===== src/rtl/lead_lag_filter_step_assert.svh =====
// Assertion macros shared by the lead-lag filter RTL.
`ifndef LEAD_LAG_FILTER_STEP_ASSERT_SVH
`define LEAD_LAG_FILTER_STEP_ASSERT_SVH

// Same-cycle implication, sampled on clk_i and disabled while rst_ni is low.
`define LLFS_ASSERT_NOW(label, ante, cons, msg) \
  label: assert property (@(posedge clk_i) disable iff (!rst_ni) (ante) |-> (cons)) \
    else $error(msg);

// Next-cycle implication, sampled on clk_i and disabled while rst_ni is low.
`define LLFS_ASSERT_NEXT(label, ante, cons, msg) \
  label: assert property (@(posedge clk_i) disable iff (!rst_ni) (ante) |=> (cons)) \
    else $error(msg);

`endif


===== src/rtl/llfs_pkg.sv =====
// Shared types, constants and helpers of the lead-lag filter.
package llfs_pkg;

  localparam int unsigned LLFS_FRAC_BITS = 16;
  localparam int unsigned DATA_W         = 32;
  localparam int unsigned CFG_IDX_W      = 3;
  localparam int unsigned DIV_STEPS      = 32;
  localparam int unsigned DIV_CNT_W      = $clog2(DIV_STEPS);
  localparam int unsigned NUM_LANES      = 3;

  typedef enum logic [CFG_IDX_W-1:0] {
    CFG_LEAD_GAIN    = 3'd0,
    CFG_LEAD_CONST   = 3'd1,
    CFG_LAG_GAIN     = 3'd2,
    CFG_LAG_CONST    = 3'd3,
    CFG_START_OUTPUT = 3'd4
  } cfg_idx_e;

  typedef enum logic [3:0] {
    S_IDLE,
    S_MUL0,
    S_MUL1,
    S_DEN,
    S_PREP,
    S_DIV,
    S_COEF,
    S_MULA,
    S_MULB,
    S_MULC,
    S_SUM,
    S_DONE
  } ctrl_state_e;

  typedef enum logic [2:0] {
    MUL_DT_C2,
    MUL_DT_C4,
    MUL_U_CA,
    MUL_UP_CB,
    MUL_YP_CC
  } mul_sel_e;

  typedef struct packed {
    logic     in_load;
    logic     mul_en;
    mul_sel_e mul_sel;
    logic     dc2_load;
    logic     den_load;
    logic     div_init;
    logic     div_step;
    logic     coef_load;
    logic     acc_init;
    logic     acc_add;
    logic     state_update;
    logic     out_load;
    logic     out_flag;
  } cmd_t;

  typedef struct packed {
    logic dt_pos;
    logic den_zero;
  } status_t;

  // Clamps a wide signed value into the signed 32-bit range.
  function automatic logic signed [DATA_W-1:0] sat32(input logic signed [63:0] v);
    logic signed [DATA_W-1:0] r;
    if (v > 64'sh0000_0000_7FFF_FFFF) begin
      r = 32'sh7FFF_FFFF;
    end else if (v < -64'sh0000_0000_8000_0000) begin
      r = 32'sh8000_0000;
    end else begin
      r = v[DATA_W-1:0];
    end
    return r;
  endfunction

endpackage


===== src/rtl/llfs_ctrl.sv =====
// Sequencer of the lead-lag filter: state machine, divide counter, output valid.
`include "lead_lag_filter_step_assert.svh"

module llfs_ctrl (
  input  logic              clk_i,
  input  logic              rst_ni,
  input  logic              in_valid_i,
  output logic              in_stall_o,
  output logic              out_valid_o,
  input  logic              out_stall_i,
  input  llfs_pkg::status_t sts_i,
  output llfs_pkg::cmd_t    cmd_o
);
  import llfs_pkg::*;

  ctrl_state_e          state_q, state_d;
  logic [DIV_CNT_W-1:0] div_cnt_q, div_cnt_d;
  logic                 flag_q, flag_d;
  logic                 out_valid_q, out_valid_d;
  logic                 in_accept;
  logic                 slot_free;

  assign in_accept = in_valid_i && (state_q == S_IDLE);
  assign slot_free = !out_valid_q || !out_stall_i;

  always_comb begin
    state_d   = state_q;
    div_cnt_d = div_cnt_q;
    flag_d    = flag_q;
    unique case (state_q)
      S_IDLE: if (in_valid_i) state_d = S_MUL0;
      S_MUL0: begin
        flag_d  = 1'b0;
        state_d = sts_i.dt_pos ? S_MUL1 : S_DONE;
      end
      S_MUL1: state_d = S_DEN;
      S_DEN:  state_d = S_PREP;
      S_PREP: begin
        flag_d    = sts_i.den_zero;
        div_cnt_d = '0;
        state_d   = sts_i.den_zero ? S_DONE : S_DIV;
      end
      S_DIV: begin
        div_cnt_d = div_cnt_q + 1'b1;
        if (div_cnt_q == DIV_CNT_W'(DIV_STEPS - 1)) state_d = S_COEF;
      end
      S_COEF: state_d = S_MULA;
      S_MULA: state_d = S_MULB;
      S_MULB: state_d = S_MULC;
      S_MULC: state_d = S_SUM;
      S_SUM:  state_d = S_DONE;
      S_DONE: if (slot_free) state_d = S_IDLE;
      default: state_d = S_IDLE;
    endcase
  end

  always_comb begin
    cmd_o         = '0;
    cmd_o.mul_sel = MUL_DT_C2;
    cmd_o.out_flag = flag_q;
    unique case (state_q)
      S_IDLE: cmd_o.in_load = in_valid_i;
      S_MUL0: begin
        cmd_o.mul_en  = 1'b1;
        cmd_o.mul_sel = MUL_DT_C2;
      end
      S_MUL1: begin
        cmd_o.dc2_load = 1'b1;
        cmd_o.mul_en   = 1'b1;
        cmd_o.mul_sel  = MUL_DT_C4;
      end
      S_DEN:  cmd_o.den_load  = 1'b1;
      S_PREP: cmd_o.div_init  = 1'b1;
      S_DIV:  cmd_o.div_step  = 1'b1;
      S_COEF: cmd_o.coef_load = 1'b1;
      S_MULA: begin
        cmd_o.mul_en  = 1'b1;
        cmd_o.mul_sel = MUL_U_CA;
      end
      S_MULB: begin
        cmd_o.acc_init = 1'b1;
        cmd_o.mul_en   = 1'b1;
        cmd_o.mul_sel  = MUL_UP_CB;
      end
      S_MULC: begin
        cmd_o.acc_add = 1'b1;
        cmd_o.mul_en  = 1'b1;
        cmd_o.mul_sel = MUL_YP_CC;
      end
      S_SUM:  cmd_o.state_update = 1'b1;
      S_DONE: cmd_o.out_load     = slot_free;
      default: cmd_o.in_load     = 1'b0;
    endcase
  end

  assign out_valid_d = (out_valid_q && out_stall_i) || cmd_o.out_load;

  always_ff @(posedge clk_i or negedge rst_ni) begin
    if (!rst_ni) begin
      state_q     <= S_IDLE;
      div_cnt_q   <= '0;
      flag_q      <= 1'b0;
      out_valid_q <= 1'b0;
    end else begin
      state_q     <= state_d;
      div_cnt_q   <= div_cnt_d;
      flag_q      <= flag_d;
      out_valid_q <= out_valid_d;
    end
  end

  assign in_stall_o  = (state_q != S_IDLE);
  assign out_valid_o = out_valid_q;

  `LLFS_ASSERT_NEXT(a_accept_starts, in_accept, state_q == S_MUL0, "accept did not start work")
  `LLFS_ASSERT_NOW(a_load_slot_free, cmd_o.out_load, !out_valid_q || !out_stall_i, "result overrun")
  `LLFS_ASSERT_NEXT(a_div_entry, (state_q == S_PREP) && !sts_i.den_zero, (state_q == S_DIV) && (div_cnt_q == '0), "divide entry broken")
  `LLFS_ASSERT_NEXT(a_update_done, cmd_o.state_update, (state_q == S_DONE) && !flag_q, "update not followed by clean result")

endmodule


===== config.mk =====
export PLATFORM = sky130hd
export DESIGN_NAME = llfs_ctrl
export DESIGN_NICKNAME = d
export VERILOG_FILES = /design/src/rtl/llfs_pkg.sv /design/src/rtl/llfs_ctrl.sv
export VERILOG_INCLUDE_DIRS = /design/src /design/src/rtl
export SDC_FILE = /design/constraint.sdc
export NUM_CORES = 1
export LEC_CHECK = 0
export BUFFER_PORTS_ARGS = -buffer_cell sky130_fd_sc_hd__buf_2
export CORE_UTILIZATION = 35
export DETAILED_ROUTE_END_ITERATION = 8
export GPL_TIMING_DRIVEN = 0
export PLACE_DENSITY = 0.56
export SYNTH_ARGS = -nofsm -noshare
export SYNTH_HDL_FRONTEND = slang
export SYNTH_SLANG_ARGS = --single-unit

===== constraint.sdc =====
create_clock -name clk_i -period 1.75 [get_ports clk_i]
set_input_delay 0.2625 -clock clk_i [delete_from_list [all_inputs] [get_ports clk_i]]
set_output_delay 0.2625 -clock clk_i [all_outputs]
set_load 0.005 [all_outputs]

# After elaboration in Yosys (flattened, before gate mapping)
# Index checks and enable logic that the tools add are counted.
# word_totals
regBits,11
input_bits,6
wordCells,49
# classes
add_sub_neg,1
eq_ne,15
mux,19
n_reduce_logical,10
# op_table
operator,n
$pmux 4 s12,1
$mux 4,5
$pmux 4 s5,1
$eq 4x3->1 const B,4
$eq 4x4->1 const B,4
$mux 1,10
$pmux 5 s2,1
$eq 4x2->1 const B,2
$ne 2x2->1 const B,3
$add 5x1->5 const B,1
$eq 5x5->1 const B,1
$eq 4x1->1 const B,1
$logic_not 4->1,1
$reduce_bool 2->1,2
$reduce_bool 4->1,1
$reduce_and 3->1,1
$logic_not 1->1,2
$logic_or 1x1->1,2
$pmux 1 s2,1
$logic_and 1x1->1,1

# Depth between registers and ports, before layout
# Gate-level depths: netlist (run 1).
# logic_depth
word_depth,4
ltp_mapped,6
mapped_depth_nobuf,6

# Least setup slack after synthesis (run 1)
# OpenSTA, ideal clock, no wires.
# synth_timing
kind,register to register
startpoint,register div_cnt_q[0]
endpoint,register state_q[1]
path_stages_with_launch,7
arrival_time_ps,1218
path_buffers,0
slack_ps,410
required_ps,1628
cell_sequence,dfrtp_1 > ha_1 > and3_1 > ha_1 > nor2b_1 > o21ai_0 > o2bb2ai_1
# synth_between
elab_chain_cells,3
# synth_rtl
element,line,source
start: declaration,llfs_ctrl.sv:17,"logic [DIV_CNT_W-1:0] div_cnt_q, div_cnt_d;"
start signal: assignment,llfs_ctrl.sv:106,div_cnt_q <= div_cnt_d;
$eq 5x5->1,llfs_ctrl.sv:45,if (div_cnt_q == DIV_CNT_W'(DIV_STEPS - 1)) state_d = S_COEF;
$ne 2x2->1 (no source line),--,
$reduce_and 3->1 (no source line),--,
end signal: assignment,llfs_ctrl.sv:105,state_q <= state_d;
end: declaration,llfs_ctrl.sv:16,"ctrl_state_e state_q, state_d;"
# No other way between the ends.
# A chain may end at the register's enable or synchronous reset.

==> impl_metrics.csv, run 1 <==
group,metric,value,unit
outcome,status,"completed",
clock_tree,cts_tree,"built",
logic_synthesis,syn-cell-area,813,µm²
sta,finClkSkew,0.00489,ns
logic_synthesis,synth-async-reset-ratio,1.00,
floorplan,die-width,50.2,µm
routing,number_of_remaining_drc_errors,0,
worst_hold_path,min_delay_path_depth,3,
logic_synthesis,avgSynthCellArea,8.47,µm²
sta,hold_violations,0,
final_layout,drive_gt1_frac,0.347,
routing,via_count,790,
worst_setup_path,criticalPathCategory,"reg -> out",
floorplan,io-pin-count,23,
floorplan,placementRows,17,
sta,worst_slew_margin_rel,0.776,
final_layout,p_r_area_growth_vs_syn,28.2,%
logic_synthesis,postSynthCellCount,96,
worst_setup_path,reg2reg_depth,4,
grt,grt_max_degree,12,
worst_setup_path,worstSetupStartpoint,"state_q[1]$_DFFE_PN0P_",
clock_tree,clock_buffer_depth,2,
logic_synthesis,synth.net_count,104,
worst_setup_path,worstSetupStartpointType,"flop",
worst_hold_path,hold_start,"in_valid_i",
placement,gp_routability_congestion,0.823,
logic_synthesis,yosys_warnings,0,
clock_tree,clock_latency,0.27,ns
sta,finalCriticalPeriod,1.65,ns
sta,worst_pin_slew,0.327,ns
routing,drt_first_pass_iters,4,
worst_hold_path,min-delay-path-class,"in -> reg",
placement,place.port_buffers,22,
logic_synthesis,count_of_flip_flops_with_a_built_in_enable_after_synthesis,0,
worst_setup_path,critPathMaxFanout,10,
grt,first_global_vias,735,
routing,drt_first_iter_violations,17,
clock_tree,numClockSinks,11,
pwr,powerDensity,1660,mW/mm²
routing,drtAntennaViolNets,0,
sta,timing.final.crit_share,0.945,
run,cap_violations,0,
placement,place_hpwl,1410,µm
routing,vias_per_cell,5.20,
placement,postPlaceCellArea,958,µm²
routing,total_wire_length,1900,µm
worst_setup_path,timing.critical_path.arrival,1.39,ns
sta,fmax,0.605,GHz
logic_synthesis,synth_cell_type_count,38,
clock_tree,clockRootBuffer,"sky130_fd_sc_hd__clkbuf_4",
final_layout,finish.utilization,0.476,
routing,post_drt_wl_per_cell,12.5,µm
pwr,p_leak,0.000505,µW
pwr,vdd_ir_drop_max,0.714,mV
clock_tree,cts_htree_levels,1,
logic_synthesis,synthFlopType,"sky130_fd_sc_hd__dfrtp_1",
logic_synthesis,synth.ff_latch_count,11,
final_layout,fin_nets,133,
floorplan,floorplan.die.height,50.2,µm
grt,antenna_violations_before_repair,0,
floorplan,initial_utilization,0.371,
sta,setup_violations,0,
grt,grt_first_pass_wirelength,3330,µm
worst_setup_path,cp_data_required_time,1.49,ns
floorplan,dieArea,0.00252,mm²
worst_setup_path,rr_startpoint,"state_q[1]$_DFFE_PN0P_",
clock_tree,clk_pin_slew,0.07,ns
worst_setup_path,end_kind,"output port",
clock_tree,cts_inserted_buffers,3,
sta,finalHoldWorstSlack,0.249,ns
logic_synthesis,synth-seq-area-share,0.338,
final_layout,fin_area,0.00104,mm²
sta,finalMaxSlewViolations,0,
floorplan,design.core.area,0.00219,mm²
final_layout,fillerInstances,235,
grt,global_route_usage_sum,0.174,
final_layout,diodes,0,
grt,overflow,0,
[logic make-up (layout without fill, tap and decap cells)]
family,Yosys count,in the layout,share of synthesized area
and+or+nand+nor,42,42,0.278
AOI/OAI and AO/OA,24,24,0.212
adders and majority gates,2,2,0.0308
DFF,11,11,0.338
xor gates and xnor gates,2,2,0.0215
buffers and inverters,13,41,0.0938
muxes,2,2,0.0246
[worst paths after layout]
check | endpoint | slack (ns)
worst max-delay path | cmd_o[13] | 0.1
max in group asynchronous | state_q[0]$_DFFE_PN0P_ | 1.14
worst max register to register | div_cnt_q[2]$_DFFE_PN0P_ | 0.27
min in group asynchronous | div_cnt_q[4]$_DFFE_PN0P_ | 0.39
worst min register to register | div_cnt_q[4]$_DFFE_PN0P_ | 0.49
worst min-delay path | state_q[0]$_DFFE_PN0P_ | 0.25
[worst max-delay path, stage by stage, from the launching register on]
cell and delay (ns):
sky130_fd_sc_hd__dfrtp_2 0.45, sky130_fd_sc_hd__buf_6 0.15, sky130_fd_sc_hd__and3b_1 0.17, sky130_fd_sc_hd__o21ai_0 0.15, sky130_fd_sc_hd__o21ai_1 0.09, sky130_fd_sc_hd__buf_2 0.13
[per-stage QoR]
| step | total power, µW | cells | setup TNS [ns] | worst slack [ns] |
|---|---|---|---|---|
| after floorplan | 1160 | 96 | 0 | 0.410 |
| after global placement | 1450 | 146 | 0 | 0.232 |
| after detailed placement | 1460 | 146 | 0 | 0.248 |
| after CTS | 1660 | 151 | 0 | 0.00970 |
| after global routing | 1910 | 152 | -0.0227 | -0.0113 |
| final | 1730 | 152 | 0 | 0.0958 |
[flip-flops by register name, indices dropped and copies added (netlist names)]
signal and count:
out_valid_o 1, div_cnt_q 5, state_q 4, flag_q 1
[power breakdown]
group          switching, µW  internal, µW  leakage (µW)
combinational            555           553      0.000353
clock                   84.5          88.2     0.0000150
sequential              97.5           356      0.000137
total                    737           997      0.000505
[cells in the final DEF, fill, tap and decap left out, drive strengths merged]
cell	instances
a22o	2
nor3	7
o211ai	1
and3	2
nor4	1
nand2	11
a2111oi	1
dfrtp	11
nor2	6
xnor2	2
nor3b	2
o32a	1
o31ai	2
ha	2
a2bb2oi	1
clkbuf	4
and2	1
dlygate4sd3	1
o2bb2ai	1
a21oi	2
a311o	1
mux2i	2
or3b	1
o21bai	1
and4bb	1
inv	3
a22oi	1
o21ai	8
nand3	1
nand2b	6
nand4b	1
a311oi	1
and3b	1
a21o	1
buf	33
nor2b	1
[synth_stat cells (2+ instances only)]
library cell | n | area share
sky130_fd_sc_hd__xnor2_1 | 2 | 0.022
sky130_fd_sc_hd__a21oi_1 | 2 | 0.012
sky130_fd_sc_hd__nor3_1 | 7 | 0.043
sky130_fd_sc_hd__nor3b_1 | 2 | 0.018
sky130_fd_sc_hd__inv_1 | 3 | 0.014
sky130_fd_sc_hd__o21ai_0 | 7 | 0.043
sky130_fd_sc_hd__and3_1 | 2 | 0.015
sky130_fd_sc_hd__buf_2 | 7 | 0.043
sky130_fd_sc_hd__ha_1 | 2 | 0.031
sky130_fd_sc_hd__o31ai_1 | 2 | 0.018
sky130_fd_sc_hd__buf_6 | 2 | 0.028
sky130_fd_sc_hd__nand2b_1 | 6 | 0.046
sky130_fd_sc_hd__mux2i_1 | 2 | 0.025
sky130_fd_sc_hd__nand2_1 | 11 | 0.051
sky130_fd_sc_hd__dfrtp_1 | 11 | 0.34
sky130_fd_sc_hd__nor2_1 | 6 | 0.028
[timing repair]
action	in CTS	in global routing
endpoints found under the hold margin	11	0
cloned	0	0
endpoints found under the setup margin	7	9
hold buffers	1	0
buffers inserted	0	1
gates resized for setup	3	15
[layer usage]
layer	GRT usage	routed length, µm	vias up
li1	-	-	398
met1	0.222	923	362
met2	0.282	873	28
met3	0.0273	91	2
met4	0.0857	8	0
met5	0	0	-
[cell type report]
type,count,area [µm²],share of cell area
Buffer,10,95.1,0.0912
Clock buffer,4,26.3,0.0252
Inverter,3,11.3,0.0108
Multi-Input combinational cell,72,469,0.450
Sequential cell,11,278,0.267
Tap cell,28,35.0,0.0336
Timing Repair Buffer,24,128,0.122
Power figures use the tool's default switching activity.
==> run 2, diff against run 1 <==
--- a/config.mk
+++ b/config.mk
@@ -6,11 +6,12 @@
 export SDC_FILE = /design/constraint.sdc
 export NUM_CORES = 1
 export LEC_CHECK = 0
+export ABC_AREA = 1
 export BUFFER_PORTS_ARGS = -buffer_cell sky130_fd_sc_hd__buf_2
 export CORE_UTILIZATION = 35
 export DETAILED_ROUTE_END_ITERATION = 8
 export GPL_TIMING_DRIVEN = 0
-export PLACE_DENSITY = 0.56
+export PLACE_DENSITY = 0.58
 export SYNTH_ARGS = -nofsm -noshare
 export SYNTH_HDL_FRONTEND = slang
 export SYNTH_SLANG_ARGS = --single-unit
==> run 2 against run 1 <==
  * Sequential power decreased by 7.3%
  * Count of clock-buffer cells in the layout down 1
  * Sequential share of layout area increased by 5.0 points
  * Utilization up 1.2 points
  * Cell count decreased by 1.3%
  * Synthesized cell count increased by 2.1%
  * Clock skew up 0.0011 ns
  * Synthesized area down 15%
  * Critical path depth is 1 higher
  * Setup slack improved by 0.030 ns
  * Global-route usage decreased by 1.7 points
  * Critical endpoint unchanged
  * Largest power group unchanged
  * Highest routed layer is now met3
==> impl_metrics.csv, run 2 <==
group,metric,value,unit
routing,number_of_remaining_drc_errors,0,
final_layout,largest_register_ff_count,5,
final_layout,mostFrequentLayoutCells,"sky130_fd_sc_hd__nand2_1, sky130_fd_sc_hd__buf_2, sky130_fd_sc_hd__nor2_1, sky130_fd_sc_hd__inv_1, sky130_fd_sc_hd__dfrtp_1",
worst_setup_path,timing.critical_path.arrival,1.36,ns
worst_setup_path,cp_data_required_time,1.49,ns
grt,grt_max_degree,12,
worst_setup_path,criticalPathCategory,"reg -> out",
pwr,powerDensity,1490,mW/mm²
sta,final.setup.tns,0,ns
final_layout,finish.utilization,0.488,
floorplan,dieArea,0.00215,mm²
sta,setup_violations,0,
grt,overflow,0,
floorplan,design.core.area,0.00178,mm²
sta,rsz0062_at_grt,"no",
clock_tree,numClockSinks,11,
final_layout,final_common_cell,"sky130_fd_sc_hd__nand2_1",
routing,post_drt_wl_per_cell,10.1,µm
routing,drt_first_iter_violations,23,
sta,finClkSkew,0.00596,ns
final_layout,regMostFlops,"div_cnt_q",
grt,global_route_usage_sum,0.158,
clock_tree,cts_htree_levels,1,
pwr,p_leak,0.000517,µW
worst_setup_path,critical_path.max_stage_delay,0.42,ns
logic_synthesis,syn-cell-area,691,µm²
clock_tree,clock_buffer_depth,2,
floorplan,placementRows,15,
logic_synthesis,synth_largest_area_cell,"sky130_fd_sc_hd__dfrtp_1",
logic_synthesis,postSynthCellCount,98,
sta,fmax,0.616,GHz
sta,worst_slew_margin_rel,0.830,
logic_synthesis,synth.net_count,106,
sta,hold_violations,0,
routing,total_wire_length,1510,µm
final_layout,reg_top3,"div_cnt_q (5), state_q (4)",
floorplan,initial_utilization,0.387,
worst_setup_path,critical_path.slowest_cell,"sky130_fd_sc_hd__dfrtp_1",
routing,via_count,694,
placement,place_hpwl,1180,µm
final_layout,fillerInstances,170,
worst_setup_path,ordered_cell_list_for_the_critical_path,"inv_1 > nand2_1 > nor2_1 > inv_1 > o2111ai_1 > buf_2",
logic_synthesis,avgSynthCellArea,7.05,µm²
clock_tree,clockRootBuffer,"sky130_fd_sc_hd__clkbuf_4",
clock_tree,clock_latency,0.27,ns
floorplan,io-pin-count,23,
grt,grt_first_pass_wirelength,2440,µm
outcome,status,"completed",
sta,timing.final.crit_share,0.928,
logic_synthesis,yosys_warnings,0,
worst_setup_path,path_common_cell,"sky130_fd_sc_hd__inv_1",
logic_synthesis,synth_largest_type_area_fraction,0.399,
pwr,totalPowerFinal,1290,µW
pwr,vdd_ir_drop_max,0.628,mV
clock_tree,cts_inserted_buffers,3,
logic_synthesis,synth.cells.most_frequent,"sky130_fd_sc_hd__nand2_1, sky130_fd_sc_hd__nor2_1, sky130_fd_sc_hd__inv_1",
routing,drt_first_pass_iters,4,
sta,finalCriticalPeriod,1.62,ns
logic_synthesis,synth-seq-area-share,0.399,
logic_synthesis,post-synth-top-count-cell,"sky130_fd_sc_hd__nand2_1",
worst_setup_path,end_kind,"output port",
final_layout,fin_area,870,µm²
placement,place.port_buffers,22,
routing,vias_per_cell,4.63,
logic_synthesis,synthFlopType,"sky130_fd_sc_hd__dfrtp_1",
final_layout,multi_input_area,348,µm²
grt,antenna_violations_before_repair,0,
placement,postPlaceCellArea,832,µm²
grt,first_global_vias,578,
floorplan,die-width,46.4,µm
floorplan,floorplan.die.height,46.4,µm
routing,drtAntennaViolNets,0,
worst_hold_path,min-delay-path-class,"in -> reg",
final_layout,diodes,0,
worst_setup_path,worstSetupStartpointType,"flop",
logic_synthesis,synth_cell_type_count,20,
run,cap_violations,0,
final_layout,p_r_area_growth_vs_syn,25.9,%
logic_synthesis,synthTopCellsByArea,"sky130_fd_sc_hd__dfrtp_1, sky130_fd_sc_hd__nand2_1, sky130_fd_sc_hd__nor2_1, sky130_fd_sc_hd__inv_1, sky130_fd_sc_hd__nand3_1",
final_layout,drive_gt1_frac,0.296,
placement,gp_routability_congestion,0.785,
clock_tree,postCtsResizedCells,0,
sta,worst_pin_slew,0.255,ns
logic_synthesis,count_of_flip_flops_with_a_built_in_enable_after_synthesis,0,
sta,finalMaxSlewViolations,0,
logic_synthesis,synth.ff_latch_count,11,
worst_setup_path,critPathMaxFanout,4,
final_layout,fin_nets,134,
clock_tree,clk_pin_slew,0.08,ns
clock_tree,cts_tree,"built",
logic_synthesis,synth-async-reset-ratio,1.00,
final_layout,ff_latch_area,275,µm²
## run 2: repair_timing
action	in CTS	in global routing
hold endpoints to repair	11	0
hold buffers	1	0
setup buffers	0	0
## run 2: through the flow
stage	std cells	hold WS (ns)	setup slack, ns
3_5_place_dp	145	0.150	0.372
2_1_floorplan	98	-0.0331	0.455
5_1_grt	150	0.195	0.00538
4_1_cts	150	0.172	0.117
3_3_place_gp	145	0.149	0.378
6_report	150	0.170	0.126
## run 2: area by class of cell
type / instances / area share
Multi-Input combinational cell: 70 / 0.400
Sequential cell: 11 / 0.317
Timing Repair Buffer: 23 / 0.138
Inverter: 16 / 0.0691
Tap cell: 25 / 0.0360
Clock buffer: 3 / 0.0259
Buffer: 1 / 0.00863
Clock inverter: 1 / 0.00576
## run 2: per-layer routing
| layer | up-vias | part of all wire | track usage |
|---|---|---|---|
| li1 | 361 | - | - |
| met1 | 306 | 0.50 | 0.236 |
| met2 | 27 | 0.43 | 0.228 |
| met3 | 0 | 0.068 | 0.0235 |
| met4 | 0 | 0 | 0.0529 |
| met5 | - | 0 | 0 |
## run 2: worst paths after layout
kind / startpoint / endpoint / slack [ns] / cells past startpoint
setup reg to reg: div_cnt_q[0]$_DFFE_PN0P_ / state_q[1]$_DFFE_PN0P_ / 0.36 / 10
setup / recovery: state_q[0]$_DFFE_PN0P_ / cmd_o[13] / 0.13 / 6
hold / removal: sts_i[0] / state_q[2]$_DFFE_PN0P_ / 0.17 / 2
max in group asynchronous: rst_ni / div_cnt_q[4]$_DFFE_PN0P_ / 1.16 / 2
min in group asynchronous: rst_ni / out_valid_o$_DFF_PN0_ / 0.38 / 2
hold reg to reg: out_valid_o$_DFF_PN0_ / out_valid_o$_DFF_PN0_ / 0.50 / 2
## run 2: logic make-up after synthesis
kind of cell               Yosys count  synth area share
xor gates and xnor gates             1            0.0127
adders and majority gates            2            0.0362
and+or+nand+nor                     57             0.355
AOI/OAI and AO/OA                   10            0.0996
buffers and inverters               17            0.0978
DFF                                 11             0.399
## run 2: worst max-delay path: cells and delay by family (launching register included)
family / cells / cell delay, ns
AO/OA/AOI/OAI: 1 / 0.07
AND/OR/NAND/NOR: 2 / 0.27
flip-flops: 1 / 0.42
buffers and inverters: 3 / 0.33
## run 2: power breakdown
group	switching (µW)	total, µW	internal, µW	leakage, µW
Clock	97.3	182	84.6	0.0000177
Combinational	416	690	274	0.000355
Sequential	82.4	420	338	0.000145
Total	596	1290	696	0.000517
==> run 3, diff against run 2 <==
--- a/config.mk
+++ b/config.mk
@@ -7,11 +7,11 @@
 export NUM_CORES = 1
 export LEC_CHECK = 0
 export ABC_AREA = 1
-export BUFFER_PORTS_ARGS = -buffer_cell sky130_fd_sc_hd__buf_2
 export CORE_UTILIZATION = 35
 export DETAILED_ROUTE_END_ITERATION = 8
+export DONT_BUFFER_PORTS = 1
 export GPL_TIMING_DRIVEN = 0
-export PLACE_DENSITY = 0.58
+export PLACE_DENSITY = 0.48
 export SYNTH_ARGS = -nofsm -noshare
 export SYNTH_HDL_FRONTEND = slang
 export SYNTH_SLANG_ARGS = --single-unit
==> run 3 against run 2 <==
  * Non-clock buffer count shrank 22
  * Combinational power shrank 16%
  * Cell count shrank 15%
  * Register-to-register slack is essentially flat
  * First-iteration DRC count shrank 74%
  * Die area is the same
  * Routed wire length shrank 0.59%
  * Critical endpoint unchanged
==> impl_metrics.csv, run 3 (synthesis gave the netlist of run 2 again) <==
group,metric,value,unit
outcome,status,"completed",
worst_hold_path,min_delay_path_depth,1,
placement,postPlaceCellArea,722,µm²
final_layout,fin_nets,112,
grt,first_global_vias,541,
final_layout,p_r_area_growth_vs_syn,9.78,%
routing,drt_first_iter_violations,6,
worst_setup_path,critPathMaxFanout,4,
floorplan,dieArea,0.00215,mm²
floorplan,die-width,46.4,µm
grt,antenna_violations_before_repair,0,
final_layout,largest_register_ff_count,5,
floorplan,floorplan.die.height,46.4,µm
sta,hold_violations,0,
grt,grt_max_degree,12,
sta,finalMaxSlewViolations,0,
worst_hold_path,timing.hold.worst_endpoint,"state_q[2]$_DFFE_PN0P_",
pwr,swShare,0.479,
worst_setup_path,criticalPathCategory,"reg -> out",
clock_tree,cts_setup_buffers,0,
placement,place_hpwl,1180,µm
grt,overflow,0,
pwr,power_frac_seq,0.359,
pwr,power.switching,566,µW
routing,via_count,616,
clock_tree,clk_pin_slew,0.07,ns
final_layout,regMostFlops,"div_cnt_q",
worst_setup_path,reg2reg_depth,10,
clock_tree,clock_latency,0.27,ns
routing,number_of_remaining_drc_errors,0,
routing,total_wire_length,1500,µm
sta,finClkSkew,0.00696,ns
grt,global_route_usage_sum,0.166,
placement,place.port_buffers,0,
final_layout,mostFrequentLayoutCells,"sky130_fd_sc_hd__nand2_1, sky130_fd_sc_hd__nor2_1, sky130_fd_sc_hd__inv_1, sky130_fd_sc_hd__dfrtp_1, sky130_fd_sc_hd__nand3_1",
clock_tree,cts_htree_levels,1,
routing,post_drt_wl_per_cell,11.8,µm
placement,pre_cts_ws,0.340,ns
routing,vias_per_cell,4.81,
pwr,p_leak,0.000408,µW
clock_tree,postCtsResizedCells,0,
sta,final_critical_path_setup_slack,0.163,ns
clock_tree,numClockSinks,11,
sta,rsz0062_at_grt,"no",
sta,final.setup.tns,0,ns
floorplan,io-pin-count,23,
clock_tree,cts_tree,"built",
pwr,vdd_ir_drop_max,0.763,mV
final_layout,fillerInstances,191,
pwr,combinationalPowerShare,0.493,
final_layout,reg_top3,"div_cnt_q (5), state_q (4)",
pwr,powerDensity,1560,mW/mm²
sta,timing.final.crit_share,0.907,
floorplan,design.core.area,0.00178,mm²
floorplan,placementRows,15,
worst_setup_path,rr_startpoint,"div_cnt_q[0]$_DFFE_PN0P_",
worst_hold_path,hold_start,"sts_i[0]",
sta,finalCriticalPeriod,1.59,ns
worst_setup_path,cp_data_required_time,1.49,ns
worst_setup_path,worstSetupStartpointType,"flop",
sta,setup_violations,0,
final_layout,fin_area,758,µm²
final_layout,drive_gt1_frac,0.136,
clock_tree,clockRootBuffer,"sky130_fd_sc_hd__clkbuf_4",
routing,drtAntennaViolNets,0,
pwr,clkPwrFrac,0.148,
worst_hold_path,min-delay-path-class,"in -> reg",
worst_setup_path,timing.critical_path.arrival,1.32,ns
floorplan,initial_utilization,0.387,
clock_tree,hold_buffers,1,
clock_tree,clock_buffer_depth,2,
sta,worst_pin_slew,0.531,ns
final_layout,final_common_cell,"sky130_fd_sc_hd__nand2_1",
run,cap_violations,0,
worst_setup_path,end_kind,"output port",
final_layout,diodes,0,
placement,gp_routability_congestion,0.842,
pwr,totalPowerFinal,1180,µW
worst_setup_path,crit-reg2reg-capture,"state_q[1]$_DFFE_PN0P_",
sta,fmax,0.630,GHz
clock_tree,cts_inserted_buffers,3,
grt,grt_first_pass_wirelength,2420,µm
routing,drt_first_pass_iters,4,
worst_setup_path,setup.reg_to_reg.worst_slack,0.36,ns
pwr,internal_power,615,µW
sta,worst_slew_margin_rel,0.645,
final_layout,finish.utilization,0.425,
## run 3: cell types whose count changed in the layout (fill, tap and decap cells not counted)
cell | before | now
sky130_fd_sc_hd__clkbuf_1 | 0 | 1
sky130_fd_sc_hd__clkinv_2 | 1 | 0
sky130_fd_sc_hd__buf_2 | 22 | 0
## run 3: how the worst max path moves through the flow
stage | end | cells after the start | slack (ns) | start
global placement | state_q[1]$_DFFE_PN0P_ | 10 | 0.35 | div_cnt_q[0]$_DFFE_PN0P_
global route | cmd_o[13] | 5 | 0.02 | state_q[0]$_DFFE_PN0P_
CTS | cmd_o[13] | 5 | 0.16 | state_q[0]$_DFFE_PN0P_
detailed placement | state_q[1]$_DFFE_PN0P_ | 10 | 0.34 | div_cnt_q[0]$_DFFE_PN0P_
floorplan | state_q[1]$_DFFE_PN0P_ | 10 | 0.45 | div_cnt_q[0]$_DFFE_PN0P_
finish | cmd_o[13] | 5 | 0.16 | state_q[0]$_DFFE_PN0P_
## run 3: layout make-up
| class | instances | area, µm² | share of cell area |
|---|---|---|---|
| Clock buffer | 4 | 26.3 | 0.0347 |
| Inverter | 16 | 60.1 | 0.0792 |
| Tap cell | 25 | 31.3 | 0.0413 |
| Buffer | 1 | 7.51 | 0.00990 |
| Sequential cell | 11 | 275 | 0.363 |
| Timing Repair Buffer | 1 | 10.0 | 0.0132 |
| Multi-Input combinational cell | 70 | 348 | 0.459 |
## run 3: worst max-delay path: stages, from the launching register on
cell and delay [ns]:
sky130_fd_sc_hd__dfrtp_1 0.42, sky130_fd_sc_hd__inv_1 0.12, sky130_fd_sc_hd__nand2_1 0.13, sky130_fd_sc_hd__nor2_1 0.20, sky130_fd_sc_hd__inv_1 0.08, sky130_fd_sc_hd__o2111ai_1 0.10
## run 3: metrics by stage
step / std cells / hold slack [ns]
after floorplan: 98 / -0.0331
after global placement: 123 / -0.0328
after global routing: 128 / 0.0536
after CTS: 128 / 0.0666
final: 128 / 0.0777
after detailed placement: 123 / -0.0329
## run 3: metal layers
metal / vias up / global-route usage / part of all wire
met5: - / 0 / 0
met2: 15 / 0.236 / 0.43
li1: 315 / - / -
met3: 2 / 0.0706 / 0.060
met1: 284 / 0.230 / 0.50
met4: 0 / 0.0353 / 0.0053
## run 3: power groups by stage
stage | logic (µW) | registers [µW] | clock network [µW]
final | 582 | 424 | 175
after global routing | 680 | 440 | 199
after CTS | 589 | 424 | 182
after detailed placement | 579 | 429 | 0
after global placement | 573 | 429 | 0
after floorplan | 477 | 410 | 0
